--- config.mk ---
export PLATFORM = sky130hd
export DESIGN_NAME = polynomial_store_horner_eval_flat
export DESIGN_NICKNAME = d
export VERILOG_FILES = /design/src/phe_pkg.sv /design/src/phe_req_if.sv /design/src/phe_rsp_if.sv /design/src/phe_ram.sv /design/src/phe_ctrl.sv /design/src/phe_dp.sv /design/src/polynomial_store_horner_eval.sv /design/src/flat_wrapper.sv
export VERILOG_INCLUDE_DIRS = /design/src /design/src/src
export SDC_FILE = /design/constraint.sdc
export NUM_CORES = 2
export LEC_CHECK = 0
export BUFFER_PORTS_ARGS = -buffer_cell sky130_fd_sc_hd__buf_2
export CAP_MARGIN = 10
export CORE_UTILIZATION = 45
export DETAILED_ROUTE_END_ITERATION = 6
export PLACE_DENSITY = 0.62
export SLEW_MARGIN = 10
export SYNTH_ARGS = -nofsm -noshare
export SYNTH_HDL_FRONTEND = slang
export SYNTH_SLANG_ARGS = --single-unit
--- constraint.sdc ---
create_clock -name i_clk -period 12.1 [get_ports i_clk]
set_input_delay 1.815 -clock i_clk [delete_from_list [all_inputs] [get_ports i_clk]]
set_output_delay 1.815 -clock i_clk [all_outputs]
set_load 0.1 [all_outputs]
--- src/polynomial_store_horner_eval_macros.svh ---
// assertion macros used by the top-level rtl
// each checks on the rising edge of i_clk, ignored while i_rst_n is low
`ifndef POLYNOMIAL_STORE_HORNER_EVAL_MACROS_SVH
`define POLYNOMIAL_STORE_HORNER_EVAL_MACROS_SVH

`ifndef SYNTHESIS

// same-cycle implication
`define PHE_ASSERT_IMPLIES(lbl, ante, cons) \
    lbl: assert property (@(posedge i_clk) disable iff (!i_rst_n) (ante) |-> (cons)) \
        else $error("assertion failed: same-cycle implication");

// next-cycle implication
`define PHE_ASSERT_NEXT(lbl, ante, cons) \
    lbl: assert property (@(posedge i_clk) disable iff (!i_rst_n) (ante) |=> (cons)) \
        else $error("assertion failed: next-cycle implication");

`else

`define PHE_ASSERT_IMPLIES(lbl, ante, cons)
`define PHE_ASSERT_NEXT(lbl, ante, cons)

`endif

`endif

--- src/phe_pkg.sv ---
`timescale 1ns / 1ps

package phe_pkg;

    localparam int MAX_TERMS_DEF = 16;
    localparam int FRAC_BITS_DEF = 16;

    localparam int ACTION_W = 2;
    localparam int COEF_W   = 32;
    localparam int POWER_W  = 4;
    localparam int VALUE_W  = 32;
    localparam int STATUS_W = 2;
    localparam int TCOUNT_W = 5;
    localparam int PROD_W   = 2 * COEF_W;

    localparam logic signed [COEF_W-1:0] COEF_MAX = {1'b0, {(COEF_W-1){1'b1}}};
    localparam logic signed [COEF_W-1:0] COEF_MIN = {1'b1, {(COEF_W-1){1'b0}}};

    typedef enum logic [ACTION_W-1:0] {
        ACT_APPEND = 2'd0,
        ACT_INSERT = 2'd1,
        ACT_REMOVE = 2'd2,
        ACT_EVAL   = 2'd3
    } t_action;

    typedef enum logic [STATUS_W-1:0] {
        ST_OK     = 2'd0,
        ST_ABSENT = 2'd1,
        ST_FULL   = 2'd2,
        ST_EMPTY  = 2'd3
    } t_status;

    // coefficient store write source
    typedef enum logic [2:0] {
        WR_NONE   = 3'd0,
        WR_APPEND = 3'd1,
        WR_ZERO   = 3'd2,
        WR_SHIFT  = 3'd3,
        WR_CONST  = 3'd4
    } t_wsel;

    // coefficient store read address
    typedef enum logic [1:0] {
        RD_NONE  = 2'd0,
        RD_TOP   = 2'd1,
        RD_PTRM1 = 2'd2
    } t_rsel;

    typedef struct packed {
        logic    capture;
        t_wsel   wr_sel;
        t_rsel   rd_sel;
        logic    ptr_init_cnt;
        logic    ptr_init_top;
        logic    ptr_dec;
        logic    cnt_inc;
        logic    cnt_dec;
        logic    acc_load;
        logic    prod_load;
        logic    rnd_load;
        logic    acc_step;
        logic    res_load;
        t_status res_status;
        logic    res_value;
    } t_cmd;

    typedef struct packed {
        t_action action;
        logic    full;
        logic    empty;
        logic    absent;
        logic    top;
        logic    ptr_one;
        logic    ptr_zero;
        logic    out_free;
    } t_flags;

endpackage

--- src/phe_req_if.sv ---
`timescale 1ns / 1ps

interface phe_req_if;
    logic                                valid;
    logic                                ready;
    logic        [phe_pkg::ACTION_W-1:0] action;
    logic signed [phe_pkg::COEF_W-1:0]   coef;
    logic        [phe_pkg::POWER_W-1:0]  power;
    logic signed [phe_pkg::COEF_W-1:0]   x_value;

    modport source (output valid, action, coef, power, x_value, input ready);
    modport sink   (input valid, action, coef, power, x_value, output ready);
endinterface

--- src/phe_rsp_if.sv ---
`timescale 1ns / 1ps

interface phe_rsp_if;
    logic                                valid;
    logic                                ready;
    logic signed [phe_pkg::VALUE_W-1:0]  value;
    logic        [phe_pkg::STATUS_W-1:0] status;
    logic        [phe_pkg::TCOUNT_W-1:0] term_count;

    modport source (output valid, value, status, term_count, input ready);
    modport sink   (input valid, value, status, term_count, output ready);
endinterface

--- src/phe_ram.sv ---
`timescale 1ns / 1ps

module phe_ram #(
    parameter int WIDTH = 32,
    parameter int DEPTH = 16
) (
    input  logic                     i_clk,
    input  logic                     i_we,
    input  logic [$clog2(DEPTH)-1:0] i_waddr,
    input  logic [WIDTH-1:0]         i_wdata,
    input  logic                     i_re,
    input  logic [$clog2(DEPTH)-1:0] i_raddr,
    output logic [WIDTH-1:0]         o_rdata
);

    logic [WIDTH-1:0] r_mem [DEPTH];
    logic [WIDTH-1:0] r_rdata;

    always_ff @(posedge i_clk) begin
        if (i_we) begin
            r_mem[i_waddr] <= i_wdata;
        end
        if (i_re) begin
            r_rdata <= r_mem[i_raddr];
        end
    end

    assign o_rdata = r_rdata;

endmodule

--- src/phe_ctrl.sv ---
`timescale 1ns / 1ps

module phe_ctrl (
    input  logic            i_clk,
    input  logic            i_rst_n,
    input  logic            i_in_valid,
    output logic            o_in_ready,
    input  phe_pkg::t_flags i_flags,
    output phe_pkg::t_cmd   o_cmd
);

    typedef enum logic [9:0] {
        S_IDLE   = 10'b0000000001,
        S_DECODE = 10'b0000000010,
        S_SH_RD  = 10'b0000000100,
        S_SH_WR  = 10'b0000001000,
        S_SH_END = 10'b0000010000,
        S_E_LOAD = 10'b0000100000,
        S_E_MUL  = 10'b0001000000,
        S_E_RND  = 10'b0010000000,
        S_E_ADD  = 10'b0100000000,
        S_DONE   = 10'b1000000000
    } t_state;

    t_state           r_state, n_state;
    phe_pkg::t_status r_st, n_st;
    logic             r_val, n_val;

    always_ff @(posedge i_clk) begin
        if (!i_rst_n) begin
            r_state <= S_IDLE;
            r_st    <= phe_pkg::ST_OK;
            r_val   <= 1'b0;
        end else begin
            r_state <= n_state;
            r_st    <= n_st;
            r_val   <= n_val;
        end
    end

    always_comb begin
        n_state    = r_state;
        n_st       = r_st;
        n_val      = r_val;
        o_cmd      = '0;
        o_in_ready = 1'b0;
        case (r_state)
            S_IDLE: begin
                o_in_ready = 1'b1;
                if (i_in_valid) begin
                    o_cmd.capture = 1'b1;
                    n_state       = S_DECODE;
                end
            end
            S_DECODE: begin
                n_state = S_DONE;
                n_st    = phe_pkg::ST_OK;
                n_val   = 1'b0;
                case (i_flags.action)
                    phe_pkg::ACT_APPEND: begin
                        if (i_flags.full) begin
                            n_st = phe_pkg::ST_FULL;
                        end else begin
                            o_cmd.wr_sel  = phe_pkg::WR_APPEND;
                            o_cmd.cnt_inc = 1'b1;
                        end
                    end
                    phe_pkg::ACT_INSERT: begin
                        if (i_flags.full) begin
                            n_st = phe_pkg::ST_FULL;
                        end else if (i_flags.empty) begin
                            o_cmd.wr_sel  = phe_pkg::WR_CONST;
                            o_cmd.cnt_inc = 1'b1;
                        end else begin
                            o_cmd.ptr_init_cnt = 1'b1;
                            n_state            = S_SH_RD;
                        end
                    end
                    phe_pkg::ACT_REMOVE: begin
                        if (i_flags.empty) begin
                            n_st = phe_pkg::ST_EMPTY;
                        end else if (i_flags.absent) begin
                            n_st = phe_pkg::ST_ABSENT;
                        end else if (i_flags.top) begin
                            o_cmd.cnt_dec = 1'b1;
                        end else begin
                            o_cmd.wr_sel = phe_pkg::WR_ZERO;
                        end
                    end
                    phe_pkg::ACT_EVAL: begin
                        if (i_flags.empty) begin
                            n_st = phe_pkg::ST_EMPTY;
                        end else begin
                            o_cmd.rd_sel       = phe_pkg::RD_TOP;
                            o_cmd.ptr_init_top = 1'b1;
                            n_val              = 1'b1;
                            n_state            = S_E_LOAD;
                        end
                    end
                    default: begin
                        n_state = S_DONE;
                    end
                endcase
            end
            S_SH_RD: begin
                o_cmd.rd_sel = phe_pkg::RD_PTRM1;
                n_state      = S_SH_WR;
            end
            S_SH_WR: begin
                o_cmd.wr_sel  = phe_pkg::WR_SHIFT;
                o_cmd.ptr_dec = 1'b1;
                n_state       = i_flags.ptr_one ? S_SH_END : S_SH_RD;
            end
            S_SH_END: begin
                o_cmd.wr_sel  = phe_pkg::WR_CONST;
                o_cmd.cnt_inc = 1'b1;
                n_state       = S_DONE;
            end
            S_E_LOAD: begin
                o_cmd.acc_load = 1'b1;
                if (i_flags.ptr_zero) begin
                    n_state = S_DONE;
                end else begin
                    o_cmd.rd_sel  = phe_pkg::RD_PTRM1;
                    o_cmd.ptr_dec = 1'b1;
                    n_state       = S_E_MUL;
                end
            end
            S_E_MUL: begin
                o_cmd.prod_load = 1'b1;
                n_state         = S_E_RND;
            end
            S_E_RND: begin
                o_cmd.rnd_load = 1'b1;
                n_state        = S_E_ADD;
            end
            S_E_ADD: begin
                o_cmd.acc_step = 1'b1;
                if (i_flags.ptr_zero) begin
                    n_state = S_DONE;
                end else begin
                    o_cmd.rd_sel  = phe_pkg::RD_PTRM1;
                    o_cmd.ptr_dec = 1'b1;
                    n_state       = S_E_MUL;
                end
            end
            S_DONE: begin
                o_cmd.res_status = r_st;
                o_cmd.res_value  = r_val;
                if (i_flags.out_free) begin
                    o_cmd.res_load = 1'b1;
                    n_state        = S_IDLE;
                end
            end
            default: begin
                n_state = S_IDLE;
            end
        endcase
    end

endmodule

--- src/phe_dp.sv ---
`timescale 1ns / 1ps

module phe_dp #(
    parameter int MAX_TERMS = phe_pkg::MAX_TERMS_DEF,
    parameter int FRAC_BITS = phe_pkg::FRAC_BITS_DEF
) (
    input  logic                                i_clk,
    input  logic                                i_rst_n,
    input  logic        [phe_pkg::ACTION_W-1:0] i_action,
    input  logic signed [phe_pkg::COEF_W-1:0]   i_coef,
    input  logic        [phe_pkg::POWER_W-1:0]  i_power,
    input  logic signed [phe_pkg::COEF_W-1:0]   i_x_value,
    input  logic                                i_out_ready,
    output logic                                o_out_valid,
    output logic signed [phe_pkg::VALUE_W-1:0]  o_value,
    output logic        [phe_pkg::STATUS_W-1:0] o_status,
    output logic        [phe_pkg::TCOUNT_W-1:0] o_term_count,
    input  phe_pkg::t_cmd                       i_cmd,
    output phe_pkg::t_flags                     o_flags
);

    localparam int AW     = $clog2(MAX_TERMS);
    localparam int CW     = $clog2(MAX_TERMS + 1);
    localparam int EW     = CW + phe_pkg::POWER_W;
    localparam int TW     = CW + phe_pkg::TCOUNT_W;
    localparam int PW     = phe_pkg::PROD_W;
    localparam int SW     = PW + 1;
    localparam logic signed [PW-1:0] HALF = (PW'(1) << FRAC_BITS) >> 1;

    phe_pkg::t_action            r_action;
    logic signed [phe_pkg::COEF_W-1:0] r_coef;
    logic [phe_pkg::POWER_W-1:0] r_power;
    logic signed [phe_pkg::COEF_W-1:0] r_x;
    logic [CW-1:0]               r_count;
    logic [CW-1:0]               r_ptr;
    logic signed [phe_pkg::COEF_W-1:0] r_acc;
    logic signed [PW-1:0]        r_prod;
    logic signed [PW-1:0]        r_rnd;
    logic                        r_out_valid;
    logic signed [phe_pkg::VALUE_W-1:0] r_value;
    logic [phe_pkg::STATUS_W-1:0] r_status;
    logic [phe_pkg::TCOUNT_W-1:0] r_tcount;

    logic [EW-1:0]               power_ext;
    logic [EW-1:0]               count_ext;
    logic [TW-1:0]               count_wide;
    logic [CW-1:0]               count_m1;
    logic [CW-1:0]               ptr_m1;
    logic                        ram_we;
    logic [AW-1:0]               ram_waddr;
    logic [phe_pkg::COEF_W-1:0]  ram_wdata;
    logic                        ram_re;
    logic [AW-1:0]               ram_raddr;
    logic [phe_pkg::COEF_W-1:0]  ram_rdata;
    logic signed [phe_pkg::COEF_W-1:0] rdata_s;
    logic signed [PW-1:0]        n_prod;
    logic signed [PW-1:0]        n_rnd;
    logic signed [SW-1:0]        sum;
    logic signed [phe_pkg::COEF_W-1:0] n_acc_sat;

    assign power_ext  = EW'(r_power);
    assign count_ext  = EW'(r_count);
    assign count_wide = TW'(r_count);
    assign count_m1   = r_count - CW'(1);
    assign ptr_m1     = r_ptr - CW'(1);
    assign rdata_s    = $signed(ram_rdata);

    always_comb begin
        o_flags          = '0;
        o_flags.action   = r_action;
        o_flags.full     = (r_count == CW'(MAX_TERMS));
        o_flags.empty    = (r_count == '0);
        o_flags.absent   = (power_ext >= count_ext);
        o_flags.top      = (power_ext == (count_ext - EW'(1)));
        o_flags.ptr_one  = (r_ptr == CW'(1));
        o_flags.ptr_zero = (r_ptr == '0);
        o_flags.out_free = !r_out_valid || i_out_ready;
    end

    // store port selection
    always_comb begin
        ram_we    = 1'b1;
        ram_waddr = '0;
        ram_wdata = r_coef;
        case (i_cmd.wr_sel)
            phe_pkg::WR_APPEND: ram_waddr = r_count[AW-1:0];
            phe_pkg::WR_ZERO: begin
                ram_waddr = power_ext[AW-1:0];
                ram_wdata = '0;
            end
            phe_pkg::WR_SHIFT: begin
                ram_waddr = r_ptr[AW-1:0];
                ram_wdata = ram_rdata;
            end
            phe_pkg::WR_CONST: ram_waddr = '0;
            default: ram_we = 1'b0;
        endcase
    end

    always_comb begin
        ram_re    = 1'b1;
        ram_raddr = '0;
        case (i_cmd.rd_sel)
            phe_pkg::RD_TOP:   ram_raddr = count_m1[AW-1:0];
            phe_pkg::RD_PTRM1: ram_raddr = ptr_m1[AW-1:0];
            default:           ram_re    = 1'b0;
        endcase
    end

    phe_ram #(
        .WIDTH (phe_pkg::COEF_W),
        .DEPTH (MAX_TERMS)
    ) u_store (
        .i_clk   (i_clk),
        .i_we    (ram_we),
        .i_waddr (ram_waddr),
        .i_wdata (ram_wdata),
        .i_re    (ram_re),
        .i_raddr (ram_raddr),
        .o_rdata (ram_rdata)
    );

    // horner step: multiply, round, add and saturate
    assign n_prod = PW'(r_acc) * PW'(r_x);
    assign n_rnd  = (r_prod + HALF) >>> FRAC_BITS;
    assign sum    = SW'(r_rnd) + SW'(rdata_s);

    always_comb begin
        if (sum > SW'(phe_pkg::COEF_MAX)) begin
            n_acc_sat = phe_pkg::COEF_MAX;
        end else if (sum < SW'(phe_pkg::COEF_MIN)) begin
            n_acc_sat = phe_pkg::COEF_MIN;
        end else begin
            n_acc_sat = sum[phe_pkg::COEF_W-1:0];
        end
    end

    always_ff @(posedge i_clk) begin
        if (!i_rst_n) begin
            r_count     <= '0;
            r_out_valid <= 1'b0;
        end else begin
            if (i_cmd.cnt_inc) begin
                r_count <= r_count + CW'(1);
            end else if (i_cmd.cnt_dec) begin
                r_count <= count_m1;
            end
            if (i_cmd.res_load) begin
                r_out_valid <= 1'b1;
            end else if (i_out_ready) begin
                r_out_valid <= 1'b0;
            end
        end
    end

    always_ff @(posedge i_clk) begin
        if (i_cmd.capture) begin
            r_action <= phe_pkg::t_action'(i_action);
            r_coef   <= i_coef;
            r_power  <= i_power;
            r_x      <= i_x_value;
        end
        if (i_cmd.ptr_init_cnt) begin
            r_ptr <= r_count;
        end else if (i_cmd.ptr_init_top) begin
            r_ptr <= count_m1;
        end else if (i_cmd.ptr_dec) begin
            r_ptr <= ptr_m1;
        end
        if (i_cmd.acc_load) begin
            r_acc <= rdata_s;
        end else if (i_cmd.acc_step) begin
            r_acc <= n_acc_sat;
        end
        if (i_cmd.prod_load) begin
            r_prod <= n_prod;
        end
        if (i_cmd.rnd_load) begin
            r_rnd <= n_rnd;
        end
        if (i_cmd.res_load) begin
            r_value  <= i_cmd.res_value ? r_acc : '0;
            r_status <= i_cmd.res_status;
            r_tcount <= count_wide[phe_pkg::TCOUNT_W-1:0];
        end
    end

    assign o_out_valid  = r_out_valid;
    assign o_value      = r_value;
    assign o_status     = r_status;
    assign o_term_count = r_tcount;

endmodule

--- src/polynomial_store_horner_eval.sv ---
// Polynomial store with Horner evaluation. Holds up to MAX_TERMS signed fixed-point
// coefficients (FRAC_BITS fractional bits, Q16.16 by default) indexed by power, and
// takes one request at a time: append a coefficient as the next higher power,
// insert a new constant term (every held term moves up one power), remove a power
// (a lower power is zeroed, the top power is dropped), or evaluate at x by Horner's
// rule with round-to-nearest scaling and saturation after every step. Each request
// gives one response with the value (zero unless a successful evaluate), a status
// (ok, power not present, table full, table empty) and the term count afterwards.
// Insert with terms already held moves each coefficient up in turn, since the store,
// with its registered read, moves one coefficient every read/write pair; evaluate
// runs a multiply, round and add-with-saturate loop through the accumulator. A new
// request is taken once the previous one is finished, while its response may still
// wait in the output register. No clearing pass after reset.
`timescale 1ns / 1ps
`include "polynomial_store_horner_eval_macros.svh"

module polynomial_store_horner_eval #(
    parameter int MAX_TERMS = phe_pkg::MAX_TERMS_DEF,
    parameter int FRAC_BITS = phe_pkg::FRAC_BITS_DEF
) (
    input  logic            i_clk,
    input  logic            i_rst_n,
    phe_req_if.sink         i_req,
    phe_rsp_if.source       o_rsp
);

    // command and status between sequencer and datapath
    phe_pkg::t_cmd   cmd;
    phe_pkg::t_flags flags;
    logic            in_ready;

    // sequencer: decode, shift loop, horner loop, response hand-off
    phe_ctrl u_ctrl (
        .i_clk      (i_clk),
        .i_rst_n    (i_rst_n),
        .i_in_valid (i_req.valid),
        .o_in_ready (in_ready),
        .i_flags    (flags),
        .o_cmd      (cmd)
    );

    // datapath: request capture, coefficient store, term count, mac, response register
    phe_dp #(
        .MAX_TERMS (MAX_TERMS),
        .FRAC_BITS (FRAC_BITS)
    ) u_dp (
        .i_clk        (i_clk),
        .i_rst_n      (i_rst_n),
        .i_action     (i_req.action),
        .i_coef       (i_req.coef),
        .i_power      (i_req.power),
        .i_x_value    (i_req.x_value),
        .i_out_ready  (o_rsp.ready),
        .o_out_valid  (o_rsp.valid),
        .o_value      (o_rsp.value),
        .o_status     (o_rsp.status),
        .o_term_count (o_rsp.term_count),
        .i_cmd        (cmd),
        .o_flags      (flags)
    );

    assign i_req.ready = in_ready;

    // one request in flight: no new request the cycle after one is taken
    `PHE_ASSERT_NEXT(a_one_in_flight, i_req.valid && i_req.ready, !i_req.ready)

    // the term count never grows past a full table
    `PHE_ASSERT_IMPLIES(a_no_overfill, cmd.cnt_inc, !flags.full)

    // a finished response never overwrites one still waiting
    `PHE_ASSERT_IMPLIES(a_no_overwrite, cmd.res_load, flags.out_free)

    // a nonzero value only comes with an ok status
    `PHE_ASSERT_IMPLIES(a_value_ok, o_rsp.valid && (o_rsp.value != '0),
                        o_rsp.status == phe_pkg::ST_OK)

endmodule
--- src/flat_wrapper.sv ---
// flat-port wrapper written by rule: the top's interface ports become plain ports
module polynomial_store_horner_eval_flat 
#(
    parameter int MAX_TERMS = phe_pkg::MAX_TERMS_DEF,
    parameter int FRAC_BITS = phe_pkg::FRAC_BITS_DEF
)
  (i_clk, i_rst_n, i_req_valid, i_req_action, i_req_coef, i_req_power, i_req_x_value, i_req_ready, o_rsp_valid, o_rsp_value, o_rsp_status, o_rsp_term_count, o_rsp_ready);
  phe_req_if i_req_i ();
  phe_rsp_if o_rsp_i ();
  input  logic i_clk;
  input  logic i_rst_n;
  input wire logic [$bits(i_req_i.valid)-1:0] i_req_valid;
  input wire logic [$bits(i_req_i.action)-1:0] i_req_action;
  input wire logic [$bits(i_req_i.coef)-1:0] i_req_coef;
  input wire logic [$bits(i_req_i.power)-1:0] i_req_power;
  input wire logic [$bits(i_req_i.x_value)-1:0] i_req_x_value;
  output wire logic [$bits(i_req_i.ready)-1:0] i_req_ready;
  output wire logic [$bits(o_rsp_i.valid)-1:0] o_rsp_valid;
  output wire logic [$bits(o_rsp_i.value)-1:0] o_rsp_value;
  output wire logic [$bits(o_rsp_i.status)-1:0] o_rsp_status;
  output wire logic [$bits(o_rsp_i.term_count)-1:0] o_rsp_term_count;
  input wire logic [$bits(o_rsp_i.ready)-1:0] o_rsp_ready;
  assign i_req_i.valid = i_req_valid;
  assign i_req_i.action = i_req_action;
  assign i_req_i.coef = i_req_coef;
  assign i_req_i.power = i_req_power;
  assign i_req_i.x_value = i_req_x_value;
  assign i_req_ready = i_req_i.ready;
  assign o_rsp_valid = o_rsp_i.valid;
  assign o_rsp_value = o_rsp_i.value;
  assign o_rsp_status = o_rsp_i.status;
  assign o_rsp_term_count = o_rsp_i.term_count;
  assign o_rsp_i.ready = o_rsp_ready;
  polynomial_store_horner_eval #(.MAX_TERMS(MAX_TERMS), .FRAC_BITS(FRAC_BITS)) u_core (.i_clk(i_clk), .i_rst_n(i_rst_n), .i_req(i_req_i), .o_rsp(o_rsp_i));
endmodule
==> summary.md <==
| Metric | Value |
|---|---|
| Master of the slowest instance on the critical path | edfxtp_1 |
| Clock sinks | 806 |
| Min Clock Period, post-route | 9.563 ns |
| Placed wire-length estimate after detailed placement | 130500 um |
| Signed area change from the synthesized netlist to the final layout | 8.430% |
| Count of instances resized after the clock tree is built | 0 |
| Clk slew on worst S/H paths | approximately 0.060 ns |
| Via Count | 46920 |
| Crit-path max FO | 32 |
| Average cell area after synthesis | 11.11 um^2 |
| Most frequent CP cell | fa_1 |
| Number of cells produced by synthesis | between 6000 and 7000 |
| Arrival @ worst endpoint | 9.99 ns |
| Level count of the clock H-tree | 3 |
| Clock tree from TritonCTS | yes |
| Clock latency on the worst-skew pair | 0.75 ns |
| Vias per cell | about 5.5 |
| Standard cell core area | ~160000 um^2 |
| Number of hold-slack violations in the final timing report | 0 |
| First-pass GRT wire length | 296200 um |
| Post-synth top area cell | edfxtp_1 |
| Crit-path cells | nand2_1, inv_1, fa_1, inv_1, fa_1, inv_1, fa_1, fa_1, inv_1, fa_1, inv_1, fa_1, fa_1, fa_1, ha_1, a21o_1, a21o_1, a21oi_1, nor2_1, a31oi_1, a31oi_1, o41ai_1, o21ba_2, xnor2_1 |
| Post-route fraction of the period consumed by the critical path | 0.7904 |
| # IOs | 115 |
| Delay of the slowest cell on the worst path | 1.16 ns |
| Number of warnings issued by yosys | 0 |
| Most common cell in the synthesized netlist | fa_1 |
| Buffers on Ports | approximately 110 |
| Worst clock skew | 0.07245 ns |
| Top cells by count, synth | fa_1 (1082), inv_1 (965), edfxtp_1 (787) |
| Share of cells above drive strength 1 | 0.07077 |
| Initial antenna violation count | 1 |
| Number of post-CTS setup repair buffers | 0 |
| Setup tns final | 0 ns |
| Number of max-cap violations | 0 |
| Post-Syn Area | 70650 um^2 |
| Largest cells by area after synthesis | edfxtp_1 (33%), fa_1 (31%), inv_1 (5.1%), and2_1 (4.7%), ha_1 (4.2%) |
| Endpoint kind of the worst setup timing path | flip-flop |
| Global-route usage over all layers | 0.2451 |
| Yosys reg bits | 806 |
| Sequential-to-total area share from yosys stat | 0.3399 |
| Number of pins exceeding their max-slew limit in the final report | 0 |
| Post-Syn Nets | 7751 |
| Share of synthesized flip-flops with an asynchronous set or reset | 0 |
| Initial core utilization | 0.4528 |
| Critical path data required time | 12.53 ns |
| Share of Yosys cell area claimed by the top area cell type | 0.3345 |
| Via count of the first global-routing pass | 49490 |
| Max-Slew Margin vs Limit | 0.1124 |
| Top FF cell, synth | edfxtp_1 |
| Clock tree buffer depth | 3 |
| Total Routed Length | 188600 um |
| Die width | 398.2 um |
| Transition time at the pin with the least slew margin | 1.331 ns |
| Maximum operating frequency | 0.1046 GHz |
| Routed Antenna Nets | 0 |
| Drt drc | 0 |
| Category of the worst setup path launch point | flip-flop |
| Number of cell rows | 145 |
| Total Die Area | 158600 um^2 |
| Register-to-register setup slack | about 2.5 ns |
| Maximum number of pins on one net before global-route repair | 93 |
| WS Path Type | reg -> reg |
| GRT Residual Overflow | 0 |
| CTS root buf | clkbuf_16 |
| Iteration-0 DRC count of the detailed router | 3273 |
| First-pass DRT Iterations | 7 |
| CTS Hold Bufs | 0 |
| # setup viols final | 0 |
| Number of buffers added by the clock tree synthesis step | 91 |
| Die Span Y | 398.2 um |
| Average routed wire per standard cell | 22.22 um |
| Routability Congestion | around 0.89 |
| Post-synth cell types | 87 |
| Run status | finished clean |
| Total Nets Final | ~7800 |
| Number of enable flip-flop cells after synthesis | 787 |
| Setup repair after global routing missed its margin | no |
| Worst Hold Class | reg -> reg |
| Fin Hold WS | approximately 0.46 ns |
| Post-Route Utilization | 0.4910 |
==> flip-flops by register name, summed over array words and instances (netlist names) <==
| signal | cells |
|---|---|
| u_core.u_ctrl.r_st | 2 |
| u_core.u_ctrl.r_state | 10 |
| u_core.u_ctrl.r_val | 1 |
| u_core.u_dp.o_out_valid | 1 |
| u_core.u_dp.o_status | 2 |
| u_core.u_dp.o_term_count | 5 |
| u_core.u_dp.o_value | 32 |
| u_core.u_dp.r_acc | 32 |
| u_core.u_dp.r_action | 2 |
| u_core.u_dp.r_coef | 32 |
| u_core.u_dp.r_count | 5 |
| u_core.u_dp.r_power | 4 |
| u_core.u_dp.r_prod | 49 |
| u_core.u_dp.r_ptr | 5 |
| u_core.u_dp.r_rnd | 48 |
| u_core.u_dp.r_x | 32 |
| u_core.u_dp.u_store.o_rdata | 32 |
| u_core.u_dp.u_store.r_mem | 512 |
==> cells by family after synthesis <==
| group | share of synthesized area |
|---|---|
| xor+xnor | 0.01934 |
| compound gates | 0.08257 |
| flops | 0.3399 |
| fa+ha+maj | 0.3489 |
| buf+inv | 0.07054 |
| simple gates | 0.1282 |
| mux | 0.01054 |
==> layout by cell type (no fill, tap or decap), types with 20 or more instances in the layout <==
cell type | synthesis | layout
clkinv_1 | 1 | 25
a311oi_1 | 63 | 63
mux2i_1 | 71 | 71
o21ai_0 | 228 | 228
edfxtp_1 | 787 | 787
a21oi_1 | 201 | 200
xnor2_1 | 110 | 110
and3_1 | 54 | 54
o22a_1 | 20 | 20
or3_1 | 71 | 71
xor2_1 | 46 | 46
inv_1 | 965 | 964
and2_1 | 527 | 526
nand2_1 | 736 | 736
o21a_1 | 23 | 23
ha_1 | 239 | 238
nor2_1 | 156 | 139
clkbuf_16 | 0 | 91
fa_1 | 1082 | 1082
nor2b_1 | 80 | 79
a21o_1 | 47 | 47
nor3_1 | 38 | 37
buf_2 | 11 | 114
nand4_1 | 34 | 34
nand3_1 | 46 | 45
buf_4 | 1 | 141
a211oi_1 | 103 | 103
o211ai_1 | 74 | 74
==> worst max-delay path, delay by kind of cell (launching register included) <==
kind	cells	cell delay (ns)
simple gates	2	0.39
fa+ha+maj	9	4.73
compound gates	7	1.71
flops	1	1.16
buf+inv	5	1.16
xor+xnor	1	0.05
==> final cells by class <==
type	instances	area (um^2)
clock inverters	57	550.5
flip-flops and latches	806	24010
fillers	14080	79420
repair buffers	255	1629
multi-input cells	4237	41860
inverters	966	3626
well taps	2058	2575
clock buffers	108	2341
diodes	1	2.502
==> routing by layer <==
metal | track usage | share of wire | vias up
li1 | - | - | 20710
met1 | 0.3490 | 0.44 | 24430
met2 | 0.3979 | 0.47 | 1541
met3 | 0.03285 | 0.064 | 243
met4 | 0.05816 | 0.023 | 0
met5 | 0 | 0 | -
==> final timing paths <==
| path | start | to | depth (start not counted) |
|---|---|---|---|
| setup / recovery | u_core.u_dp.r_x[5] | u_core.u_dp.r_prod[63] | 24 |
| setup reg to reg | u_core.u_dp.r_x[5] | u_core.u_dp.r_prod[63] | 24 |
| hold / removal | u_core.u_ctrl.r_st[0] | u_core.u_ctrl.r_st[0] | 2 |
| hold reg to reg | u_core.u_ctrl.r_st[0] | u_core.u_ctrl.r_st[0] | 2 |
==> per-stage QoR <==
step | cell area [um^2] | worst slack (ns) | std cells
after floorplan | 70650 | 4.346 | 6356
after global placement | 73710 | 2.731 | 8322
after detailed placement | 73710 | 2.662 | 8322
after CTS | 76600 | 2.580 | 8487
after global routing | 76600 | 1.985 | 8487
final | 76600 | 2.537 | 8488
Power is not shown: default switching activity piles up to over one toggle a cycle in this logic, so the estimate is an artifact.
